==> src/rtl/slmmm_pkg.sv <==
// Shared constants, request codes and controller/datapath interface types.
package slmmm_pkg;

   // Number of words held in the sample ring.
   localparam int LOG_DEPTH = 16;

   // Field widths fixed by the interface.
   localparam int DATA_W = 32;
   localparam int SLOT_W = 8;

   // Ring index width; one bit at least so a single-entry ring still indexes.
   localparam int IDX_W = (LOG_DEPTH > 1) ? $clog2(LOG_DEPTH) : 1;

   // The running sum of all words never exceeds DATA_W + SLOT_W bits.
   localparam int SUM_W = DATA_W + SLOT_W;

   // Only words below this limit take part in the minimum search.
   localparam logic [DATA_W-1:0] MIN_LIMIT = DATA_W'(20000);

   // Request codes carried on req_type.
   typedef enum logic [1:0] {
      REQ_STORE = 2'd0,
      REQ_MAX   = 2'd1,
      REQ_MIN   = 2'd2,
      REQ_MEAN  = 2'd3
   } req_kind_type;

   // Commands from the controller to the datapath.
   typedef struct packed {
      logic req_load;
      logic scan_init;
      logic store_wr;
      logic scan_rd;
      logic rsp_load;
   } cmd_type;

   // Status from the datapath to the controller.
   typedef struct packed {
      logic is_store;
      logic scan_last;
   } status_type;

endpackage

==> src/rtl/slmmm_datapath.sv <==
// Datapath: sample ring memory, scan accumulators, mean shift, result register.
module slmmm_datapath (
   input  logic                              clock,
   input  logic                              reset,
   input  slmmm_pkg::cmd_type                cmd,
   output slmmm_pkg::status_type             status,
   input  logic [1:0]                        req_type,
   input  logic [slmmm_pkg::DATA_W-1:0]      req_sample,
   output logic [slmmm_pkg::SLOT_W-1:0]      rsp_slot,
   output logic [slmmm_pkg::DATA_W-1:0]      rsp_value
);

   localparam logic [slmmm_pkg::IDX_W-1:0] LAST_IDX =
      slmmm_pkg::IDX_W'(slmmm_pkg::LOG_DEPTH - 1);

   // Latched request word.
   slmmm_pkg::req_kind_type                 req_kind_ff;
   logic [slmmm_pkg::DATA_W-1:0]            sample_ff;

   // Ring storage, per-entry valid bits and write pointer.
   logic [slmmm_pkg::DATA_W-1:0]            mem [slmmm_pkg::LOG_DEPTH];
   logic [slmmm_pkg::LOG_DEPTH-1:0]         valid_ff;
   logic [slmmm_pkg::IDX_W-1:0]             write_slot_ff;

   // Scan address and registered read port.
   logic [slmmm_pkg::IDX_W-1:0]             idx_ff;
   logic                                    rd_pend_ff;
   logic [slmmm_pkg::IDX_W-1:0]             rd_idx_ff;
   logic [slmmm_pkg::DATA_W-1:0]            rd_data_ff;

   // Scan accumulators.
   logic [slmmm_pkg::DATA_W-1:0]            max_ff;
   logic [slmmm_pkg::IDX_W-1:0]             max_slot_ff;
   logic [slmmm_pkg::DATA_W-1:0]            min_ff;
   logic [slmmm_pkg::IDX_W-1:0]             min_slot_ff;
   logic [slmmm_pkg::DATA_W-1:0]            slot0_ff;

   // Sum of all ring words for the mean.
   logic [slmmm_pkg::SUM_W-1:0]             sum_ff;

   // Result register.
   logic [slmmm_pkg::SLOT_W-1:0]            rsp_slot_ff;
   logic [slmmm_pkg::DATA_W-1:0]            rsp_value_ff;

   // Next values.
   logic [slmmm_pkg::SUM_W-1:0]             mean_full;
   logic [slmmm_pkg::SLOT_W-1:0]            rsp_slot_in;
   logic [slmmm_pkg::DATA_W-1:0]            rsp_value_in;

   // The ring depth is a power of two, so the mean is a plain shift of the sum.
   assign mean_full = sum_ff / slmmm_pkg::SUM_W'(slmmm_pkg::LOG_DEPTH);

   // Result selection by request kind.
   always_comb begin
      case (req_kind_ff)
         slmmm_pkg::REQ_STORE: begin
            rsp_slot_in  = slmmm_pkg::SLOT_W'(write_slot_ff);
            rsp_value_in = sample_ff;
         end
         slmmm_pkg::REQ_MAX: begin
            rsp_slot_in  = slmmm_pkg::SLOT_W'(max_slot_ff);
            rsp_value_in = max_ff;
         end
         slmmm_pkg::REQ_MIN: begin
            // With no word below the limit the answer is slot 0 and its content.
            rsp_slot_in  = slmmm_pkg::SLOT_W'(min_slot_ff);
            rsp_value_in = (min_ff != slmmm_pkg::MIN_LIMIT) ? min_ff : slot0_ff;
         end
         default: begin
            rsp_slot_in  = '0;
            rsp_value_in = mean_full[slmmm_pkg::DATA_W-1:0];
         end
      endcase
   end

   // Control registers: pointer, valid bits and read pipeline flag.
   always_ff @(posedge clock) begin
      if (reset) begin
         write_slot_ff <= '0;
         valid_ff      <= '0;
         rd_pend_ff    <= 1'b0;
      end else begin
         rd_pend_ff <= cmd.scan_rd;
         if (cmd.store_wr) begin
            valid_ff[write_slot_ff] <= 1'b1;
         end
         if (cmd.rsp_load && (req_kind_ff == slmmm_pkg::REQ_STORE)) begin
            write_slot_ff <= (write_slot_ff == LAST_IDX) ? '0 : write_slot_ff + 1'b1;
         end
      end
   end

   // Ring memory write and registered read; unwritten entries read as zero.
   always_ff @(posedge clock) begin
      if (cmd.store_wr) begin
         mem[write_slot_ff] <= sample_ff;
      end
      if (cmd.scan_rd) begin
         rd_data_ff <= valid_ff[idx_ff] ? mem[idx_ff] : '0;
         rd_idx_ff  <= idx_ff;
      end
   end

   // Request latch and scan accumulators.
   always_ff @(posedge clock) begin
      if (cmd.req_load) begin
         req_kind_ff <= slmmm_pkg::req_kind_type'(req_type);
         sample_ff   <= req_sample;
      end
      if (cmd.scan_init) begin
         idx_ff      <= LAST_IDX;
         max_ff      <= '0;
         max_slot_ff <= '0;
         min_ff      <= slmmm_pkg::MIN_LIMIT;
         min_slot_ff <= '0;
         slot0_ff    <= '0;
         sum_ff      <= '0;
      end else begin
         if (cmd.scan_rd) begin
            idx_ff <= idx_ff - 1'b1;
         end
         // Scan runs from the top slot down; strict compares keep the highest slot on ties.
         if (rd_pend_ff) begin
            if (rd_data_ff > max_ff) begin
               max_ff      <= rd_data_ff;
               max_slot_ff <= rd_idx_ff;
            end
            if (rd_data_ff < min_ff) begin
               min_ff      <= rd_data_ff;
               min_slot_ff <= rd_idx_ff;
            end
            if (rd_idx_ff == '0) begin
               slot0_ff <= rd_data_ff;
            end
            sum_ff <= sum_ff + slmmm_pkg::SUM_W'(rd_data_ff);
         end
      end
      if (cmd.rsp_load) begin
         rsp_slot_ff  <= rsp_slot_in;
         rsp_value_ff <= rsp_value_in;
      end
   end

   // Status back to the controller.
   always_comb begin
      status.is_store  = (req_kind_ff == slmmm_pkg::REQ_STORE);
      status.scan_last = (idx_ff == '0);
   end

   assign rsp_slot  = rsp_slot_ff;
   assign rsp_value = rsp_value_ff;

endmodule

==> src/rtl/slmmm_ctrl.sv <==
// Controller: sequences store, scan and result hand-off.
module slmmm_ctrl (
   input  logic                   clock,
   input  logic                   reset,
   input  logic                   req_valid,
   output logic                   req_stall,
   output logic                   rsp_valid,
   input  logic                   rsp_stall,
   output slmmm_pkg::cmd_type     cmd,
   input  slmmm_pkg::status_type  status
);

   typedef enum logic [2:0] {
      ST_IDLE,
      ST_DISPATCH,
      ST_SCAN,
      ST_DRAIN,
      ST_FINISH
   } state_type;

   state_type state_ff;
   state_type state_in;
   logic      rsp_valid_ff;
   logic      rsp_valid_in;
   logic      req_accept;
   logic      out_free;

   assign req_stall  = (state_ff != ST_IDLE);
   assign req_accept = req_valid && !req_stall;
   assign out_free   = !rsp_valid_ff || !rsp_stall;

   // Next state and commands.
   always_comb begin
      state_in      = state_ff;
      cmd           = '0;
      cmd.req_load  = req_accept;
      cmd.scan_init = req_accept;
      case (state_ff)
         ST_IDLE: begin
            if (req_accept) begin
               state_in = ST_DISPATCH;
            end
         end
         ST_DISPATCH: begin
            if (status.is_store) begin
               cmd.store_wr = 1'b1;
               state_in     = ST_FINISH;
            end else begin
               state_in = ST_SCAN;
            end
         end
         ST_SCAN: begin
            cmd.scan_rd = 1'b1;
            if (status.scan_last) begin
               state_in = ST_DRAIN;
            end
         end
         ST_DRAIN: begin
            state_in = ST_FINISH;
         end
         ST_FINISH: begin
            if (out_free) begin
               cmd.rsp_load = 1'b1;
               state_in     = ST_IDLE;
            end
         end
         default: begin
            state_in = ST_IDLE;
         end
      endcase
   end

   // Output valid: set on load, cleared when the receiver takes the word.
   always_comb begin
      if (cmd.rsp_load) begin
         rsp_valid_in = 1'b1;
      end else if (!rsp_stall) begin
         rsp_valid_in = 1'b0;
      end else begin
         rsp_valid_in = rsp_valid_ff;
      end
   end

   // State and registered outputs.
   always_ff @(posedge clock) begin
      if (reset) begin
         state_ff     <= ST_IDLE;
         rsp_valid_ff <= 1'b0;
      end else begin
         state_ff     <= state_in;
         rsp_valid_ff <= rsp_valid_in;
      end
   end

   assign rsp_valid = rsp_valid_ff;

endmodule

==> src/rtl/sample_log_min_max_mean_unit.sv <==
// Top level of the sample log with maximum, minimum and mean queries.
//
// Request channel (req_valid/req_stall): one word carries req_type and
// req_sample. Type 0 stores the sample in the ring at the write slot, 1 asks
// for the largest word, 2 for the smallest word below 20000, 3 for the mean.
// Response channel (rsp_valid/rsp_stall): one word per request with rsp_slot
// and rsp_value, held in an output register until the receiver takes it.
// Maximum, minimum and mean queries scan the ring with one ring read per cycle
// through a single registered memory port; the mean divides the sum by the
// power-of-two depth with a shift.
// One request is in flight at a time; the next is taken the cycle after its
// result is loaded. A stalled response only delays the following request once
// that request's result is ready.
// Reset clears the write slot and every per-entry valid bit, so the ring reads
// as all zero, and empties the output register.
module sample_log_min_max_mean_unit (
   input  logic                          clock,
   input  logic                          reset,
   input  logic                          req_valid,
   output logic                          req_stall,
   input  logic [1:0]                    req_type,
   input  logic [slmmm_pkg::DATA_W-1:0]  req_sample,
   output logic                          rsp_valid,
   input  logic                          rsp_stall,
   output logic [slmmm_pkg::SLOT_W-1:0]  rsp_slot,
   output logic [slmmm_pkg::DATA_W-1:0]  rsp_value
);

   slmmm_pkg::cmd_type    cmd;
   slmmm_pkg::status_type status;

   // Sequencer.
   slmmm_ctrl u_ctrl (
      .clock     (clock),
      .reset     (reset),
      .req_valid (req_valid),
      .req_stall (req_stall),
      .rsp_valid (rsp_valid),
      .rsp_stall (rsp_stall),
      .cmd       (cmd),
      .status    (status)
   );

   // Storage and arithmetic.
   slmmm_datapath u_datapath (
      .clock      (clock),
      .reset      (reset),
      .cmd        (cmd),
      .status     (status),
      .req_type   (req_type),
      .req_sample (req_sample),
      .rsp_slot   (rsp_slot),
      .rsp_value  (rsp_value)
   );

   // An accepted request closes the input until its result is loaded.
   a_busy_after_accept: assert property (@(posedge clock) disable iff (reset)
      (req_valid && !req_stall) |=> req_stall)
      else $error("request channel open while a request is in flight");

   // A result is never loaded over one the receiver has not taken.
   a_no_overwrite: assert property (@(posedge clock) disable iff (reset)
      cmd.rsp_load |-> (!rsp_valid || !rsp_stall))
      else $error("result register overwritten before delivery");

   // Every reported slot lies inside the ring.
   a_slot_in_range: assert property (@(posedge clock) disable iff (reset)
      rsp_valid |-> (rsp_slot < slmmm_pkg::SLOT_W'(slmmm_pkg::LOG_DEPTH)))
      else $error("reported slot outside the ring");

endmodule

==> config.mk <==
export PLATFORM = sky130hd
export DESIGN_NAME = sample_log_min_max_mean_unit
export DESIGN_NICKNAME = d
export VERILOG_FILES = /design/src/rtl/slmmm_pkg.sv /design/src/rtl/slmmm_datapath.sv /design/src/rtl/slmmm_ctrl.sv /design/src/rtl/sample_log_min_max_mean_unit.sv
export SDC_FILE = /design/constraint.sdc
export NUM_CORES = 1
export LEC_CHECK = 0
export BUFFER_PORTS_ARGS = -buffer_cell sky130_fd_sc_hd__buf_2
export CAP_MARGIN = 20
export CORE_MARGIN = 3
export CORE_UTILIZATION = 62
export DETAILED_ROUTE_END_ITERATION = 16
export PLACE_DENSITY_LB_ADDON = 0.2
export SYNTH_ARGS = -nofsm -noshare
export SYNTH_HDL_FRONTEND = slang
export SYNTH_HIERARCHICAL = 1
export SYNTH_SLANG_ARGS = --single-unit
==> constraint.sdc <==
create_clock -name clock -period 6.21 [get_ports clock]
set_clock_uncertainty 0.15 [all_clocks]
set_input_delay 1.242 -clock clock [delete_from_list [all_inputs] [get_ports clock]]
set_output_delay 1.242 -clock clock [all_outputs]
set_load 0.02 [all_outputs]
# Word level (Yosys, flattened, before mapping)
# Memory sizes are Yosys's and may differ from the RTL's. A register that Yosys moved wholly into a read port is not among the register bits.
# Index checks and enable logic that the tools add are counted.
[totals]
word_cells = 78
mem_count = 1
mem_bits_rw = 512
register_bits = 251
out_inout_bits = 42
input_bits = 38
[op_classes]
n_eq_ne = 12
bitwise_logic = 1
magnitude_cmp = 5
n_reduce_logical = 17
muxes = 22
n_addsub = 3
[memory_table]
columns = ["memory", "depth", "word_bits", "read_ports", "rd_ports_with_merged_regs", "write_ports", "line_no", "rtl"]
rows = [
  ["u_datapath.mem", 16, 32, 1, 1, 1, "slmmm_datapath.sv:21", "logic [slmmm_pkg::DATA_W-1:0] mem [slmmm_pkg::LOG_DEPTH];"],
]
[ops]
columns = ["op", "count"]
rows = [
  ["$pmux W32 S3", 1],
  ["$add A40 B32 Y40", 1],
  ["$gt A32 B32 Y1", 1],
  ["$lt A32 B32 Y1", 1],
  ["$mux W32", 1],
  ["$ne A32 B15 Y1 const B", 1],
  ["$or A16 B16 Y16", 1],
  ["$pmux W3 S5", 1],
  ["$mux W3", 4],
  ["$pmux W4 S3", 1],
  ["$mux W1", 11],
  ["$lt A4 B5 Y1 const B", 2],
  ["$logic_not A4 Y1", 2],
  ["$eq A3 B2 Y1 const B", 2],
  ["$ne A2 B1 Y1 const B", 3],
  ["$reduce_and A2 Y1", 3],
  ["$add A4 B1 Y4 const B", 1],
  ["$bmux W1 S4", 1],
  ["$demux W1 S4", 1],
  ["$eq A4 B4 Y1 const B", 1],
  ["$ge A4 B1 Y1 const B", 1],
  ["$logic_not A1 Y1", 4],
  ["$mux W4", 1],
  ["$sub A4 B1 Y4 const B", 1],
  ["11 further kinds", 13],
]

# Depth between registers and ports, before layout
# Gate-level depths: netlist of the first run.
[logic_depth]
ltp_word = 5
mapped_depth = 12
depth_no_buf = 10

# Cells and area by module
# The synthesis of the first run kept the hierarchy.
[modules_own_cells]
columns = ["mod", "seq_area_each_um2", "cells_each", "n_inst", "area_each_um2"]
rows = [
  ["slmmm_datapath", 21861.0, 2154, 1, 33360.7],
  ["slmmm_ctrl", 80.1, 25, 1, 239.0],
]

# Least setup slack after synthesis of the first run
# No wires, ideal clock.
[synth_timing]
path_kind = "register -> register"
from = "register u_ctrl.state_ff[1]"
to = "register u_datapath/idx_ff[3] in the netlist's numbering"
path_buffers = 0
path_stages_with_launch = 5
period_less_slack_ns = 4.380
t_required_ns = 5.931
setup_time_ns = 0.129
slack_ns = 1.830
arrival_ns = 4.101
path_cell_list = "dfxtp_1 nor3b_1 nor4b_1 xnor2_1 nand2_1"
[synth_rtl]
columns = ["element", "line_no", "rtl"]
rows = [
  ["from (decl)", "slmmm_ctrl.sv:21", "state_type state_ff;"],
  ["from (signal assigned)", "slmmm_ctrl.sv:90", "state_ff <= state_in;"],
  ["to (signal assigned)", "slmmm_datapath.sv:120", "idx_ff <= idx_ff - 1'b1;"],
  ["to (decl)", "slmmm_datapath.sv:26", "logic [slmmm_pkg::IDX_W-1:0] idx_ff;"],
]

# Worst setup path in the final report of the first run
[layout_timing]
from = "register u_datapath/rd_data_ff[31] in the netlist's numbering (read register of u_datapath.mem)"
to = "register u_datapath/max_slot_ff[2] in the netlist's numbering"
[layout_between]
elab_chain_cells = 2
[layout_lines]
columns = ["element", "line_no", "rtl"]
rows = [
  ["from (decl)", "slmmm_datapath.sv:29", "logic [slmmm_pkg::DATA_W-1:0] rd_data_ff;"],
  ["$gt A32 B32 Y1", "slmmm_datapath.sv:124", "if (rd_data_ff > max_ff) begin"],
  ["$reduce_and A2 Y1 (no source line)", "-", ""],
  ["to (signal assigned)", "slmmm_datapath.sv:126", "max_slot_ff <= rd_idx_ff;"],
  ["to (decl)", "slmmm_datapath.sv:33", "logic [slmmm_pkg::IDX_W-1:0] max_slot_ff;"],
]
# No other way between the ends.
# A chain may end at the register's enable or synchronous reset.

==> results.toml, run 1 <==
[status]
status = "finished clean"

[clock_tree]
cts-root-buf = "clkbuf_16"
clock_latency_ps = 640
cts_tree = "yes"
cts_buffers = 80
cts_hold_buf = 0
cts_buffer_depth = 3
htree_levels = 3
cts_setup_buffers = 0
clock-sinks = 787
clk_pin_slew_ps = 60
ctsResizeCount = 0

[yosys]
ys_ff_latch = 787
synth.distinct_cells = 81
avgSynthCellArea_um2 = 15.4
yosysWarningCount = 6
synth.area.top_cells = "edfxtp_1 (55%), mux4_2 (13%), dfxtp_1 (10%)"
yosysSeqAreaShare_pct = 65.3
syn_inst = 2179
async_flop_share_pct = 0
ys.flop_type = "edfxtp_1"
synth_top_cell_by_area = "edfxtp_1"
netlist.area_leader.share_pct = 55.2
synth_area_mm2 = 0.0336
synth_edf_count = 618

[cells_and_area]
drive_gt1_share_pct = 19.5
final_cell_mix = "edfxtp_1 (618), nand2_1 (279), mux4_2 (191)"
final_common_cell = "edfxtp_1"
antenna_cells = 0
fin_nets = 2404
area_growth_pct = 11.1
seq_area_mm2 = 0.0220
multi_input_area_mm2 = 0.0109
num-fill-cells = 3336
fin_area_mm2 = 0.0373

[sta]
max_freq_mhz = 260
rsz0062_at_grt = "false"
tns_ps = 0
slew_violations = 0
worst_pin_slew_ps = 953
slew_headroom_pct = 36.5
setup_violations = 0
hold_viol_final = 0
whs_ps = 304
fin_crit_ps = 3850
fin_crit_sh_pct = 62.0

[pwr]
power_switching_mw = 2.56
clkPwrFrac_pct = 41.2
switching_share_pct = 22.5
p_leak_nw = 13.3
power_frac_seq_pct = 52.1
peakVddDrop_uv = 253
combPwrFrac_pct = 6.8
p_int_mw = 8.84
powerDensity_mw_per_mm2 = 305

[place]
hpwlAfterDp_um = 49100
io_buffers = 75
place_congestion = 0.877
placed_area_mm2 = 0.0348

[detailed_routing]
wire_per_inst_um = 27.3
antenna_left = 0
remaining_drc_errors = 0
dr_total_vias = 19700
drt-pass1-iter-count = 5
viasPerCell = 6.54
finalWirelength_um = 82300
first_iter_violations = 1906

[global_routing]
grt_max_degree = 136
track_usage_pct = 29.7
grt_pass1_vias = 20200
antenna_found_initial = 7
grt_pass1_wl_um = 125000
grt-ovfl-total = 0

[min_path]
hold_depth = 2
hold_path.class = "flop to flop"
min_to = "u_datapath/slot0_ff[11]"
min_from = "u_datapath/slot0_ff[11]"

[setup_path]
cp-end-kind = "flop"
cp-start-kind = "flop"
cp.arrival_ps = 4240
worstPathRequired_ps = 6600
r2r_setup_slack_ps = 2360
reg2reg_to = "u_datapath/max_slot_ff[2]"
ff2ff_path_depth = 10
worstSetupStartpoint = "u_datapath/rd_data_ff[31]"
r2r_start = "u_datapath/rd_data_ff[31]"
crit_type = "flop to flop"
crit_path_max_fanout = 19

[floorplanning]
io_pins = 80
fp.coreArea_mm2 = 0.0531
die_w_um = 239
die_h_um = 239
start_util_pct = 63.3
num_rows = 84
die_area_mm2 = 0.0570

[run]
cap_violations = 0
## layout make-up
class | count | area share (%)
tap | 688 | 2.31
multi-input combinational | 1207 | 29.3
sequential | 787 | 58.8
clock inverter | 35 | 1.02
inverter | 77 | 0.778
timing repair buffer | 112 | 1.98
clock buffer | 106 | 5.81
## kinds of logic after synthesis
| kind of cell | after synthesis | share of synthesized area, % |
|---|---|---|
| compound gates | 248 | 4.71 |
| mux | 289 | 15.7 |
| other cells | 1 | 0.0112 |
| simple gates | 538 | 7.39 |
| xor+xnor | 27 | 0.704 |
| flops | 787 | 65.3 |
| fa+ha+maj | 101 | 3.78 |
| buf+inv | 188 | 2.36 |
## flip-flops by register name, indices dropped and copies added, names as in the netlist, 32 cells and up
name and count:
u_datapath/mem 512, u_datapath/rsp_value 32, u_datapath/min_ff 32, u_datapath/rd_data_ff 32
u_datapath/sum_ff 36, u_datapath/slot0_ff 32, u_datapath/max_ff 32, u_datapath/sample_ff 32
## power by group through the flow
stage	clock network [mW]	registers [mW]	logic, mW
after floorplan	0	5.95	0.599
after global placement	0	6.03	0.747
after detailed placement	0	6.04	0.762
after CTS	4.77	5.93	0.775
after global routing	4.97	5.95	0.838
final	4.69	5.93	0.773
## worst max path at each step
stage | end | cells past startpoint
after CTS | u_datapath/max_slot_ff[2] | 10
after detailed placement | u_datapath/min_ff[1] | 7
final | u_datapath/max_slot_ff[2] | 10
after global routing | u_datapath/max_ff[0] | 10
after global placement | u_datapath/max_ff[15] | 7
after floorplan | u_datapath/idx_ff[3] | 4
## stage by stage
stage	instances	total power, mW	util, %	setup WS (ps)
CTS	3012	11.5	70.3	2350
detailed placement	2871	6.80	65.5	2280
global placement	2867	6.78	65.4	2420
finish	3012	11.4	70.3	2360
global route	3012	11.7	70.3	2300
floorplan	2182	6.55	-	1830
## worst max-delay path, stage by stage, from the launching register on
cell      delay (ps)
edfxtp_1         520
ha_1             360
nand3_1          110
nor3_1           250
nand4_1          290
o211a_1          290
o21ai_1          230
o211ai_1         180
nor2_4           650
buf_4            470
mux2i_1          250
## routing by layer
| metal | vias to the layer above | global-route usage (%) | share of wire, % | wire, um |
|---|---|---|---|---|
| li1 | 8524 | - | - | - |
| met1 | 9975 | 40.9 | 39 | 31700 |
| met2 | 1004 | 48.3 | 49 | 40600 |
| met3 | 193 | 5.56 | 8.6 | 7100 |
| met4 | 8 | 10.9 | 3.4 | 2760 |
| met5 | - | 0 | 0.072 | 59 |
## synth_stat cells (all sizes together), types with 2 or more instances
library cell / number
edfxtp: 618
nand2: 280
mux4: 191
dfxtp: 169
ha: 100
a21oi: 98
mux2i: 96
nor2: 93
inv: 77
clkbuf: 65
buf: 46
nor2b: 44
a21o: 43
o21ai: 34
and2: 20
nand3: 17
xnor2: 17
nand4: 14
and3: 13
nor4: 13
o22ai: 13
xor2: 10
a211oi: 8
nor3: 7
o21a: 7
o311ai: 7
or3: 7
a31oi: 6
and4: 5
nand2b: 5
a311oi: 4
o41ai: 4
nand4b: 3
nor3b: 3
o211ai: 3
or4: 3
a311o: 2
a31o: 2
mux2: 2
nor4b: 2
o2111ai: 2
o21bai: 2
or2b: 2
or3b: 2
Note: power is estimated with default switching activity, not from simulation.
==> run 2, diff against run 1 <==
--- a/config.mk
+++ b/config.mk
@@ -8,7 +8,7 @@
 export BUFFER_PORTS_ARGS = -buffer_cell sky130_fd_sc_hd__buf_2
 export CAP_MARGIN = 20
 export CORE_MARGIN = 3
-export CORE_UTILIZATION = 62
+export CORE_UTILIZATION = 56
 export DETAILED_ROUTE_END_ITERATION = 16
 export PLACE_DENSITY_LB_ADDON = 0.2
 export SYNTH_ARGS = -nofsm -noshare
==> constraint.sdc (replaced) <==
create_clock -name clock -period 3.24 [get_ports clock]
set_clock_uncertainty 0.15 [all_clocks]
set_input_delay 0.648 -clock clock [delete_from_list [all_inputs] [get_ports clock]]
set_output_delay 0.648 -clock clock [all_outputs]
set_load 0.02 [all_outputs]
==> run 2 against run 1 <==
Largest cell class unchanged. Maximum frequency is 22% higher. Critical endpoint is now u_datapath/min_ff[27]. Combinational power rose by 110%. Sequential cell count unchanged. Largest power group unchanged. Clock power increased by 110%.
==> results.toml, run 2 (synthesized netlist as in run 1, its figures left out) <==
[status]
status = "finished clean"

[clock_tree]
clock_latency_ps = 630
clk_pin_slew_ps = 60
cts_tree = "yes"
cts_buffer_depth = 3
clock-sinks = 787
cts_buffers = 81
cts-root-buf = "clkbuf_16"
htree_levels = 3

[place]
place_ws_ps = 72.5
place_congestion = 0.923
hpwlAfterDp_um = 48700
io_buffers = 75

[floorplanning]
start_util_pct = 56.7
fp.coreArea_mm2 = 0.0592
die_w_um = 251
die_area_mm2 = 0.0630
io_pins = 80
die_h_um = 251
num_rows = 89

[cells_and_area]
num-fill-cells = 4158
final_common_cell = "edfxtp_1"
largest_reg_flops = 512
largestRegisters = "u_datapath/mem (512), u_datapath/sum_ff (36)"
area_growth_pct = 13.5
antenna_cells = 0
largest-register = "u_datapath/mem"
drive_gt1_share_pct = 21.6
fin_nets = 2440
final_cell_mix = "edfxtp_1 (618), nand2_1 (279), mux4_2 (191)"

[sta]
hold_viol_final = 0
fin_crit_sh_pct = 97.2
setup_violations = 0
max_freq_mhz = 318
slew_headroom_pct = 47.9
worst_slack_ps = 91.7
fin_crit_ps = 3150
worst_pin_slew_ps = 782
slew_violations = 0

[run]
cap_violations = 0

[global_routing]
track_usage_pct = 26.7
grt-ovfl-total = 0
grt_pass1_vias = 20200
antenna_found_initial = 4
grt_max_degree = 112
grt_pass1_wl_um = 126000

[pwr]
clkPwrFrac_pct = 42.7
power_mw = 22.5
combPwrFrac_pct = 7.1
powerDensity_mw_per_mm2 = 591
switching_share_pct = 22.7
power_switching_mw = 5.12
p_int_mw = 17.4
p_leak_nw = 13.6
power_frac_seq_pct = 50.2
peakVddDrop_uv = 353

[setup_path]
ff2ff_path_depth = 10
r2r_setup_slack_ps = 90
cp-start-kind = "flop"
cp_num_cells = 10
slowest_stage = "a2111oi_1"
crit_family = "compound AO/OA/AOI/OAI gates"
worst-path-buf-inv = 2
critPathCapture = "u_datapath/min_ff[27]"
reg2reg_to = "u_datapath/min_ff[27]"
crit_type = "flop to flop"
worst_path_most_repeated_cell = "a21o_1"
worstSetupStartpoint = "u_datapath/rd_data_ff[1]"
cp-end-kind = "flop"
slowest_delay_ps = 750
crit_path_max_fanout = 34
r2r_start = "u_datapath/rd_data_ff[1]"
cp.arrival_ps = 3500
worstPathRequired_ps = 3590
crit_chain = "buf_4 > ha_1 > a21o_1 > a21o_1 > a21oi_1 > o21ai_1 > a2111oi_1 > o41ai_2 > buf_12 > mux2i_1"

[detailed_routing]
wire_per_inst_um = 26.3
remaining_drc_errors = 0
viasPerCell = 6.26
routed.top_layer = "met5"
antenna_left = 0
finalWirelength_um = 82500
met2_length_um = 39800
met3_length_um = 6570
drt-pass1-iter-count = 5
first_iter_violations = 1903
met1_length_um = 34000
dr_total_vias = 19700

[min_path]
hold_path.class = "input pin to flop"
run 2: timing repair:
action                                  4_1_cts  5_1_grt
resized for setup                             0        5
endpoints found under the setup margin        0       67
hold endpoints to repair                      2        0
hold buffers                                  2        0
buffers inserted                              0        2
run 2: worst register-to-register path: cells and delay by family, from the launching register on:
| family | cells | cell delay [ps] |
|---|---|---|
| buf+inv | 2 | 420 |
| compound gates | 6 | 1550 |
| fa+ha+maj | 1 | 280 |
| flops | 1 | 440 |
| mux | 1 | 200 |
run 2: stage by stage:
stage	hold slack [ps]	setup TNS [ps]	cell area (um2)	cells	utilization [%]
floorplan	256	0	33600	2182	-
CTS	1.28	0	38100	3139	64.3
finish	43.3	0	38100	3141	64.4
global route	21.6	-77.1	38100	3141	64.4
global placement	292	0	35300	2987	59.6
detailed placement	297	0	35300	2987	59.6
run 2: routing by layer:
metal / up-vias / global-route usage [%]
met4: 2 / 8.30
met5: - / 0
met1: 10100 / 38.4
met2: 869 / 43.3
met3: 150 / 3.65
li1: 8588 / -
run 2: layout make-up:
cell class | instances | area, um2 | area share, %
clock inverter | 58 | 662 | 1.74
clock buffer | 92 | 2090 | 5.48
multi-input combinational | 1207 | 11000 | 28.8
timing repair buffer | 147 | 1210 | 3.17
sequential | 787 | 22000 | 57.6
tap | 773 | 967 | 2.54
inverter | 77 | 290 | 0.761
run 2: worst min-delay path by stage:
stage	startpoint	to	slack [ps]	cells after the start
final	req_sample[17]	u_datapath/sample_ff[17]	40	1
after global routing	req_sample[8]	u_datapath/sample_ff[8]	20	1
after CTS	req_sample[17]	u_datapath/sample_ff[17]	1	1
after detailed placement	u_datapath/slot0_ff[23]	u_datapath/slot0_ff[23]	300	2
after global placement	u_datapath/slot0_ff[10]	u_datapath/slot0_ff[10]	290	2
after floorplan	u_datapath/idx_ff[0]	u_datapath/rd_idx_ff[0]	260	0
run 2: power by group through the flow:
stage | logic (mW) | registers (mW) | clock network (mW)
floorplan | 1.15 | 11.4 | 0
global placement | 1.57 | 11.5 | 0
detailed placement | 1.58 | 11.5 | 0
CTS | 1.60 | 11.3 | 9.80
global route | 1.73 | 11.3 | 10.2
finish | 1.59 | 11.3 | 9.62
